<file path="config.mk">
export PLATFORM = sky130hd
export DESIGN_NAME = point_move_toward_target
export DESIGN_NICKNAME = d
export VERILOG_FILES = /design/src/hw/rtl/pmt_pkg.sv /design/src/hw/rtl/pmt_mul.sv /design/src/hw/rtl/pmt_sqdiv.sv /design/src/hw/rtl/point_move_toward_target.sv
export SDC_FILE = /design/constraint.sdc
export NUM_CORES = 2
export LEC_CHECK = 0
export BUFFER_PORTS_ARGS = -buffer_cell sky130_fd_sc_hd__buf_2
export CELL_PAD_IN_SITES_DETAIL_PLACEMENT = 1
export CELL_PAD_IN_SITES_GLOBAL_PLACEMENT = 1
export CORE_MARGIN = 10
export CORE_UTILIZATION = 50
export DETAILED_ROUTE_END_ITERATION = 8
export PLACE_DENSITY_LB_ADDON = 0.1
export REMOVE_ABC_BUFFERS = 1
export SLEW_MARGIN = 20
export SYNTH_ARGS = -nofsm -noshare
export SYNTH_HDL_FRONTEND = slang
export SYNTH_SLANG_ARGS = --single-unit
</file>
<file path="constraint.sdc">
create_clock -name i_clk -period 22.8 [get_ports i_clk]
set_input_delay 4.56 -clock i_clk [delete_from_list [all_inputs] [get_ports i_clk]]
set_output_delay 4.56 -clock i_clk [all_outputs]
set_load 0.05 [all_outputs]
</file>
<file path="src/hw/rtl/pmt_pkg.sv">
// ----------------------------------------------------------------------------
// pmt_pkg
// Shared types and constants for the point mover: word formats, sequencer
// states, configuration register indexes and the root/divide unit interface.
// ----------------------------------------------------------------------------
package pmt_pkg;

    // field widths
    localparam int COORD_W = 24;            // signed coordinate
    localparam int STEP_W  = 23;            // unsigned step length
    localparam int MAG_W   = COORD_W + 1;   // magnitude of a coordinate difference
    localparam int SQ_W    = 2 * MAG_W;     // product of two magnitudes
    localparam int REM_W   = MAG_W + 3;     // partial remainder of the shared unit
    localparam int CNT_W   = 5;

    // iteration counts of the shared unit
    localparam logic [CNT_W-1:0] ROOT_STEPS = CNT_W'(MAG_W);
    localparam logic [CNT_W-1:0] DIV_STEPS  = CNT_W'(STEP_W);

    // configuration register indexes
    localparam int CFG_IDX_W = 2;
    localparam logic [CFG_IDX_W-1:0] CFG_TARGET_X = 2'd0;
    localparam logic [CFG_IDX_W-1:0] CFG_TARGET_Y = 2'd1;
    localparam logic [CFG_IDX_W-1:0] CFG_STEP_LEN = 2'd2;

    localparam logic [STEP_W-1:0] STEP_RESET = 23'd20480;

    // request types
    localparam logic REQ_TICK    = 1'b0;
    localparam logic REQ_RESTART = 1'b1;

    typedef struct packed {
        logic                      req_type;
        logic signed [COORD_W-1:0] start_x;
        logic signed [COORD_W-1:0] start_y;
    } t_in_word;

    typedef struct packed {
        logic signed [COORD_W-1:0] pos_x;
        logic signed [COORD_W-1:0] pos_y;
        logic                      moving;
        logic                      arrived;
    } t_out_word;

    typedef enum logic [3:0] {
        ST_IDLE,
        ST_DELTA,
        ST_SQX,
        ST_SQY,
        ST_SQS,
        ST_CMP,
        ST_ROOT,
        ST_MULX,
        ST_SDIVX,
        ST_WDIVX,
        ST_MULY,
        ST_SDIVY,
        ST_WDIVY,
        ST_OUT
    } t_state;

    typedef enum logic {
        UOP_SQRT,
        UOP_DIV
    } t_unit_op;

    typedef struct packed {
        logic     start;
        t_unit_op op;
    } t_unit_req;

    typedef struct packed {
        logic             done;
        logic [MAG_W-1:0] result;
    } t_unit_rsp;

endpackage

</file>
<file path="src/hw/rtl/pmt_mul.sv">
// ----------------------------------------------------------------------------
// pmt_mul
// Shared unsigned multiplier with a registered product, used for the
// squares of the deltas and step length and for the step-scaled deltas.
// ----------------------------------------------------------------------------
module pmt_mul (
    input  logic                      i_clk,
    input  logic [pmt_pkg::MAG_W-1:0] i_a,
    input  logic [pmt_pkg::MAG_W-1:0] i_b,
    output logic [pmt_pkg::SQ_W-1:0]  o_prod
);
    import pmt_pkg::*;

    logic [SQ_W-1:0] r_prod;

    // product register
    always_ff @(posedge i_clk) begin
        r_prod <= SQ_W'(i_a) * SQ_W'(i_b);
    end

    assign o_prod = r_prod;

endmodule

</file>
<file path="src/hw/rtl/pmt_sqdiv.sv">
// ----------------------------------------------------------------------------
// pmt_sqdiv
// Shared restoring unit: integer square root of a wide square (two operand
// bits per cycle) or division of a step-scaled delta by the distance (one
// operand bit per cycle). One compare-subtract serves both.
// ----------------------------------------------------------------------------
module pmt_sqdiv (
    input  logic                      i_clk,
    input  logic                      i_rst_n,
    input  pmt_pkg::t_unit_req        i_req,
    input  logic [pmt_pkg::SQ_W-1:0]  i_opnd,
    input  logic [pmt_pkg::MAG_W-1:0] i_dvs,
    output pmt_pkg::t_unit_rsp        o_rsp
);
    import pmt_pkg::*;

    logic              r_busy;
    logic              r_done;
    t_unit_op          r_op;
    logic [CNT_W-1:0]  r_cnt;
    logic [SQ_W-1:0]   r_acc;
    logic [REM_W-1:0]  r_rem;
    logic [MAG_W-1:0]  r_root;
    logic [MAG_W-1:0]  r_dvs;

    logic [REM_W-1:0]  rem_sh;
    logic [REM_W-1:0]  trial;
    logic              fits;
    logic [REM_W-1:0]  diff;

    // one compare-subtract step
    always_comb begin
        if (r_op == UOP_SQRT) begin
            rem_sh = {r_rem[REM_W-3:0], r_acc[SQ_W-1 -: 2]};
            trial  = {1'b0, r_root, 2'b01};
        end else begin
            rem_sh = {r_rem[REM_W-2:0], r_acc[SQ_W-1]};
            trial  = {3'b000, r_dvs};
        end
        fits = (rem_sh >= trial);
        diff = rem_sh - trial;
    end

    // control
    always_ff @(posedge i_clk) begin
        if (!i_rst_n) begin
            r_busy <= 1'b0;
            r_done <= 1'b0;
            r_cnt  <= '0;
        end else begin
            r_done <= 1'b0;
            if (i_req.start) begin
                r_busy <= 1'b1;
                r_cnt  <= (i_req.op == UOP_SQRT) ? ROOT_STEPS : DIV_STEPS;
            end else if (r_busy) begin
                r_cnt <= r_cnt - 1'b1;
                if (r_cnt == CNT_W'(1)) begin
                    r_busy <= 1'b0;
                    r_done <= 1'b1;
                end
            end
        end
    end

    // datapath
    always_ff @(posedge i_clk) begin
        if (i_req.start) begin
            r_op   <= i_req.op;
            r_dvs  <= i_dvs;
            r_root <= '0;
            if (i_req.op == UOP_SQRT) begin
                r_acc <= i_opnd;
                r_rem <= '0;
            end else begin
                // quotient fits in STEP_W bits, so the upper part is below the divisor
                r_acc <= {i_opnd[STEP_W-1:0], {(SQ_W-STEP_W){1'b0}}};
                r_rem <= REM_W'(i_opnd[SQ_W-3:STEP_W]);
            end
        end else if (r_busy) begin
            r_root <= {r_root[MAG_W-2:0], fits};
            r_rem  <= fits ? diff : rem_sh;
            if (r_op == UOP_SQRT) begin
                r_acc <= {r_acc[SQ_W-3:0], 2'b00};
            end else begin
                r_acc <= {r_acc[SQ_W-2:0], 1'b0};
            end
        end
    end

    assign o_rsp.done   = r_done;
    assign o_rsp.result = r_root;

endmodule

</file>
<file path="src/hw/rtl/point_move_toward_target.sv">
// ----------------------------------------------------------------------------
// point_move_toward_target
// Steps a 2D point toward a configured target by a configured step length.
// ----------------------------------------------------------------------------
// Usage: the input channel takes one word at a time. A restart word loads
// the start position and sets the point moving; a tick word advances it.
// Every input word yields exactly one output word with the position after
// it, the moving flag and an arrived flag that is set only on the tick
// that snapped the point to the target.
// Latency: a restart, or a tick while stopped, shows its result the cycle
// after acceptance. A tick that reaches the target goes through the delta,
// the squaring states and the compare; a tick that advances goes on through
// the square root and the two divisions in the shared restoring unit, each
// with a done cycle, and the multiplier states between.
// Throughput: one word at a time; o_in_stall stays high from acceptance
// until the result word has been taken.
// Reset clears the position and motion and loads target 0,0 and step 5.0.
// While the receiver stalls, the result word holds and no input is taken.
// Configuration writes belong between words, while no word is in flight,
// and are used from the next tick on.
// ----------------------------------------------------------------------------
module point_move_toward_target (
    input  logic                          i_clk,
    input  logic                          i_rst_n,
    input  logic                          i_in_valid,
    output logic                          o_in_stall,
    input  pmt_pkg::t_in_word             i_in_word,
    output logic                          o_out_valid,
    input  logic                          i_out_stall,
    output pmt_pkg::t_out_word            o_out_word,
    input  logic                          i_cfg_we,
    input  logic [pmt_pkg::CFG_IDX_W-1:0] i_cfg_idx,
    input  logic [pmt_pkg::COORD_W-1:0]   i_cfg_data
);
    import pmt_pkg::*;

    t_state r_state;
    t_state n_state;

    logic signed [COORD_W-1:0] r_tgt_x;
    logic signed [COORD_W-1:0] r_tgt_y;
    logic [STEP_W-1:0]         r_step;

    logic signed [COORD_W-1:0] r_cur_x;
    logic signed [COORD_W-1:0] r_cur_y;
    logic                      r_motion;
    logic                      r_arrived;

    logic [MAG_W-1:0] r_adx;
    logic [MAG_W-1:0] r_ady;
    logic             r_neg_x;
    logic             r_neg_y;
    logic [SQ_W-1:0]  r_d2;
    logic [MAG_W-1:0] r_dist;

    logic             in_acc;
    logic             out_acc;
    logic [MAG_W-1:0] dx;
    logic [MAG_W-1:0] dy;
    logic [MAG_W-1:0] mul_a;
    logic [MAG_W-1:0] mul_b;
    logic [SQ_W-1:0]  prod;
    logic             near;
    logic [COORD_W-1:0] q_ext;
    t_unit_req        unit_req;
    t_unit_rsp        unit_rsp;
    logic [SQ_W-1:0]  unit_opnd;

    assign in_acc  = i_in_valid && !o_in_stall;
    assign out_acc = o_out_valid && !i_out_stall;

    // signed deltas to the target, one bit wider than a coordinate
    assign dx = {r_tgt_x[COORD_W-1], r_tgt_x} - {r_cur_x[COORD_W-1], r_cur_x};
    assign dy = {r_tgt_y[COORD_W-1], r_tgt_y} - {r_cur_y[COORD_W-1], r_cur_y};

    // exact arrival test against the squared step
    assign near  = (r_d2 <= prod);
    assign q_ext = COORD_W'(unit_rsp.result);

    // configuration registers
    always_ff @(posedge i_clk) begin
        if (!i_rst_n) begin
            r_tgt_x <= '0;
            r_tgt_y <= '0;
            r_step  <= STEP_RESET;
        end else if (i_cfg_we) begin
            unique case (i_cfg_idx)
                CFG_TARGET_X: r_tgt_x <= i_cfg_data;
                CFG_TARGET_Y: r_tgt_y <= i_cfg_data;
                CFG_STEP_LEN: r_step  <= i_cfg_data[STEP_W-1:0];
                default:      ;
            endcase
        end
    end

    // state register
    always_ff @(posedge i_clk) begin
        if (!i_rst_n) begin
            r_state <= ST_IDLE;
        end else begin
            r_state <= n_state;
        end
    end

    // next state
    always_comb begin
        n_state = r_state;
        unique case (r_state)
            ST_IDLE: begin
                if (in_acc) begin
                    if (i_in_word.req_type == REQ_RESTART || !r_motion) begin
                        n_state = ST_OUT;
                    end else begin
                        n_state = ST_DELTA;
                    end
                end
            end
            ST_DELTA: n_state = ST_SQX;
            ST_SQX:   n_state = ST_SQY;
            ST_SQY:   n_state = ST_SQS;
            ST_SQS:   n_state = ST_CMP;
            ST_CMP:   n_state = near ? ST_OUT : ST_ROOT;
            ST_ROOT:  n_state = unit_rsp.done ? ST_MULX : ST_ROOT;
            ST_MULX:  n_state = ST_SDIVX;
            ST_SDIVX: n_state = ST_WDIVX;
            ST_WDIVX: n_state = unit_rsp.done ? ST_MULY : ST_WDIVX;
            ST_MULY:  n_state = ST_SDIVY;
            ST_SDIVY: n_state = ST_WDIVY;
            ST_WDIVY: n_state = unit_rsp.done ? ST_OUT : ST_WDIVY;
            ST_OUT:   n_state = out_acc ? ST_IDLE : ST_OUT;
            default:  n_state = ST_IDLE;
        endcase
    end

    // sequencer outputs: handshakes, multiplier operands, unit requests
    always_comb begin
        o_in_stall     = (r_state != ST_IDLE);
        o_out_valid    = (r_state == ST_OUT);
        mul_a          = r_adx;
        mul_b          = r_adx;
        unit_req.start = 1'b0;
        unit_req.op    = UOP_SQRT;
        unit_opnd      = r_d2;
        unique case (r_state)
            ST_SQY: begin
                mul_a = r_ady;
                mul_b = r_ady;
            end
            ST_SQS: begin
                mul_a = MAG_W'(r_step);
                mul_b = MAG_W'(r_step);
            end
            ST_CMP: begin
                unit_req.start = !near;
            end
            ST_MULX: begin
                mul_a = MAG_W'(r_step);
                mul_b = r_adx;
            end
            ST_MULY: begin
                mul_a = MAG_W'(r_step);
                mul_b = r_ady;
            end
            ST_SDIVX, ST_SDIVY: begin
                unit_req.start = 1'b1;
                unit_req.op    = UOP_DIV;
                unit_opnd      = prod;
            end
            default: ;
        endcase
    end

    // point state and result flags
    always_ff @(posedge i_clk) begin
        if (!i_rst_n) begin
            r_cur_x   <= '0;
            r_cur_y   <= '0;
            r_motion  <= 1'b0;
            r_arrived <= 1'b0;
        end else begin
            if (r_state == ST_IDLE && in_acc) begin
                r_arrived <= 1'b0;
                if (i_in_word.req_type == REQ_RESTART) begin
                    r_cur_x  <= i_in_word.start_x;
                    r_cur_y  <= i_in_word.start_y;
                    r_motion <= 1'b1;
                end
            end
            if (r_state == ST_CMP && near) begin
                r_cur_x   <= r_tgt_x;
                r_cur_y   <= r_tgt_y;
                r_motion  <= 1'b0;
                r_arrived <= 1'b1;
            end
            // move never overshoots, so the 24-bit sum cannot wrap
            if (r_state == ST_WDIVX && unit_rsp.done) begin
                r_cur_x <= r_neg_x ? r_cur_x - q_ext : r_cur_x + q_ext;
            end
            if (r_state == ST_WDIVY && unit_rsp.done) begin
                r_cur_y <= r_neg_y ? r_cur_y - q_ext : r_cur_y + q_ext;
            end
        end
    end

    // working registers of one tick
    always_ff @(posedge i_clk) begin
        if (r_state == ST_DELTA) begin
            r_neg_x <= dx[MAG_W-1];
            r_neg_y <= dy[MAG_W-1];
            r_adx   <= dx[MAG_W-1] ? -dx : dx;
            r_ady   <= dy[MAG_W-1] ? -dy : dy;
        end
        if (r_state == ST_SQY) begin
            r_d2 <= prod;
        end
        if (r_state == ST_SQS) begin
            r_d2 <= r_d2 + prod;
        end
        if (r_state == ST_ROOT && unit_rsp.done) begin
            r_dist <= unit_rsp.result;
        end
    end

    pmt_mul u_mul (
        .i_clk  (i_clk),
        .i_a    (mul_a),
        .i_b    (mul_b),
        .o_prod (prod)
    );

    pmt_sqdiv u_sqdiv (
        .i_clk   (i_clk),
        .i_rst_n (i_rst_n),
        .i_req   (unit_req),
        .i_opnd  (unit_opnd),
        .i_dvs   (r_dist),
        .o_rsp   (unit_rsp)
    );

    // result word, held while in the output state
    assign o_out_word.pos_x   = r_cur_x;
    assign o_out_word.pos_y   = r_cur_y;
    assign o_out_word.moving  = r_motion;
    assign o_out_word.arrived = r_arrived;

endmodule

</file>
==> metrics <==
CTS tree=yes; share of cells above drive strength 1=6.67%; R2R cell count=33; mux contribution to synthesized area=3.15%; number of rows in the core area=116; final WL=185 mm; vias post-DR=42,600; total iterations of the first detailed-routing run=9; Adder-Cell Fraction of Synth Area=31.5%; Final setup violation count=0; post-placement cell count=6,973; diode count=0; kind of critical path=register to register; critical path data arrival time=11.34 ns; largest net degree at the start of global routing=101; largest family of logic cells by synthesized area=adder cells; Synth Area in XOR/XNOR=4.97%; Post-CTS Setup Inserts=0; vias per inst=6.03; Worst-path clk slew=0.07 ns; antenna violations before repair=5; Period Utilization, post-route=47.5%; CTS max path bufs=3; mapped cell area=50,100 um2; Worst-Skew Late Latency=0.64 ns; Cells on Worst Hold Path=0; Seq cells post-synth=437; vias in the first global route=44,900; Min-Delay Endpoint=u_sqdiv.r_dvs[5]; highest metal used=met5; Pins Over Slew Limit=0; clock sinks=437; Post-Synth Simple-Gate Area=15.0%; Tightest Pin Transition=1.21 ns; Worst Path Required=23.32 ns; CP max FO=51; pre-CTS setup slack=12.10 ns; YS warnings=0; WL/cell=26.2 um; Die Wd=336 um; CP endpoint kind=register; syn avg cell area=8.69 um2; launch point of the worst reg-to-reg path=r_state[2]; Post-synth EDFFs=230; fin worst setup slack=11.97 ns; PostCTS Resize Cnt=0; P&R area growth vs syn=7.04%; Hold Startpoint=r_dist[5]; DRC=0; RSZ-0062 raised after global routing=false; R2R Setup Slk=11.97 ns; floorplan core area=99,700 um2; Startpoint Class=register; Detail Route met2 WL=84.3 mm; met3 WL=14.5 mm; Gate Count Post-Synth=5,764; Rel. slew slack=19.0%; M1 WL=78.0 mm; H-tree levels=2; fin cells=7,067; capture point of the worst reg-to-reg path=u_mul.o_prod[49]; Seq/Total Area, Yosys=22.1%; CTS root buf=clkbuf_16; IO buf count=131; Final #Nets=6,750; status=complete, no violations; grt ovf=0; antenna viol nets, final=0; most frequent CP cell=fa_1; maxcap violations=0; CP max stage cell=and2_1; Top FF cell, synth=edfxtp_1; CTS Hold Bufs=0; RD Place Congestion=0.994; setup_tns=0 ns; CP max stage delay=0.82 ns; HPWL Detailed=145 mm; Final Hold Vio Count=0; compound-cell area share of the yosys netlist=14.9%; Ports=132; Initial Util=50.2%; Synth cell types=98; async set-reset flop share out of synthesis=0%; fmax=0.0924 GHz; gr usage total=32.6%; full die area=113,000 um2; global-route wire length before repair=280 mm; final design utilization=53.7%; Final min period=10.83 ns; drt initial violations=3,566; final setup skew=0.0541 ns; die height=336 um; min-delay worst type=register to register; CTS Buf Count=50
-- final cells by class --
type,count,area (um2)
Clock buffer,71,1460
Clock inverter,22,325
Fill cell,11700,46100
Inverter,815,3060
Multi-Input combinational cell,4224,34900
Sequential cell,437,11100
Tap cell,1298,1620
Timing Repair Buffer,200,1180
-- stage by stage --
| stage | cell area [um2] | hold WS (ns) |
|---|---|---|
| final | 53600 | 0.418 |
| after CTS | 53600 | 0.419 |
| after global routing | 53600 | 0.421 |
| after detailed placement | 51800 | 0.406 |
| after floorplan | 48900 | 0.400 |
| after global placement | 51800 | 0.400 |
-- layer usage --
metal,GRT usage (%),up-vias
met5,0,-
met4,12.5,6
met3,6.16,371
met2,52.5,1591
met1,43.2,21700
li1,-,19000
-- worst max-delay path by stage --
| stage | start | end | cells past startpoint |
|---|---|---|---|
| floorplan | r_state[2] | u_mul.o_prod[46] | 30 |
| global placement | r_state[2] | u_mul.o_prod[49] | 33 |
| detailed placement | r_state[2] | u_mul.o_prod[49] | 33 |
| CTS | r_state[2] | u_mul.o_prod[49] | 33 |
| global route | r_state[2] | u_mul.o_prod[49] | 33 |
| finish | r_state[2] | u_mul.o_prod[49] | 33 |
-- placed cells by master, fill, tap and decap left out, types with 69 or more instances in the layout --
cell	Yosys	final
a21oi_1	274	271
o21ai_0	163	160
ha_1	410	410
xor2_1	77	77
nor2_1	564	561
a21boi_0	88	88
dfxtp_1	207	206
inv_1	811	811
fa_1	532	532
a21o_1	111	111
buf_2	33	130
mux2i_1	124	124
xnor2_1	207	207
buf_4	6	69
o211ai_1	69	69
nand2_1	753	752
edfxtp_1	230	230
-- cells in the mapped netlist (45+ instances only) --
cell type  number  area, um2
o31ai_1        48        360
a21o_1        111        833
edfxtp_1      230       6910
dfxtp_1       207       4140
a22oi_1        50        375
xor2_1         77        674
nand2_1       753       2830
a21oi_1       274       1370
nand2b_1       47        294
ha_1          410       5130
nand3_1        53        265
nor3_1         60        300
nor2_1        564       2120
and2_1         45        282
inv_1         811       3040
xnor2_1       207       1810
clkbuf_1      231        867
fa_1          532      10700
a21boi_0       88        661
o211ai_1       69        518
o21ai_0       163        816
mux2i_1       124       1240
o22ai_1        50        313
-- logic make-up after synthesis --
| kind of cell | count (synthesis) |
|---|---|
| muxes | 153 |
| adders and majority gates | 942 |
| and+or+nand+nor | 1721 |
| AOI/OAI and AO/OA | 1124 |
| DFF | 437 |
| xor gates and xnor gates | 284 |
| buffers and inverters | 1103 |
-- critical path, delay by kind of cell (launching register included) --
kind | cells | cell delay [ns]
XOR/XNOR | 1 | 0.11
AO/OA/AOI/OAI | 8 | 2.29
adder cells (fa/ha/maj) | 8 | 3.89
buffers and inverters | 8 | 1.22
AND/OR/NAND/NOR | 8 | 2.51
flip-flops | 1 | 0.67
-- registers in the layout, indices dropped and copies added (netlist names) --
name / cells
r_adx: 25
r_ady: 25
r_arrived: 1
r_cur_x: 24
r_cur_y: 24
r_d2: 50
r_dist: 25
r_motion: 1
r_neg_x: 1
r_neg_y: 1
r_state: 4
r_step: 23
r_tgt_x: 24
r_tgt_y: 24
u_mul.o_prod: 50
u_sqdiv.r_acc: 50
u_sqdiv.r_busy: 1
u_sqdiv.r_cnt: 5
u_sqdiv.r_done: 1
u_sqdiv.r_dvs: 25
u_sqdiv.r_op: 1
u_sqdiv.r_rem: 27
u_sqdiv.r_root: 25
Power is left out: the tool's default activity adds up to more than one toggle a clock period on the data nets, which glitch-free logic cannot reach.
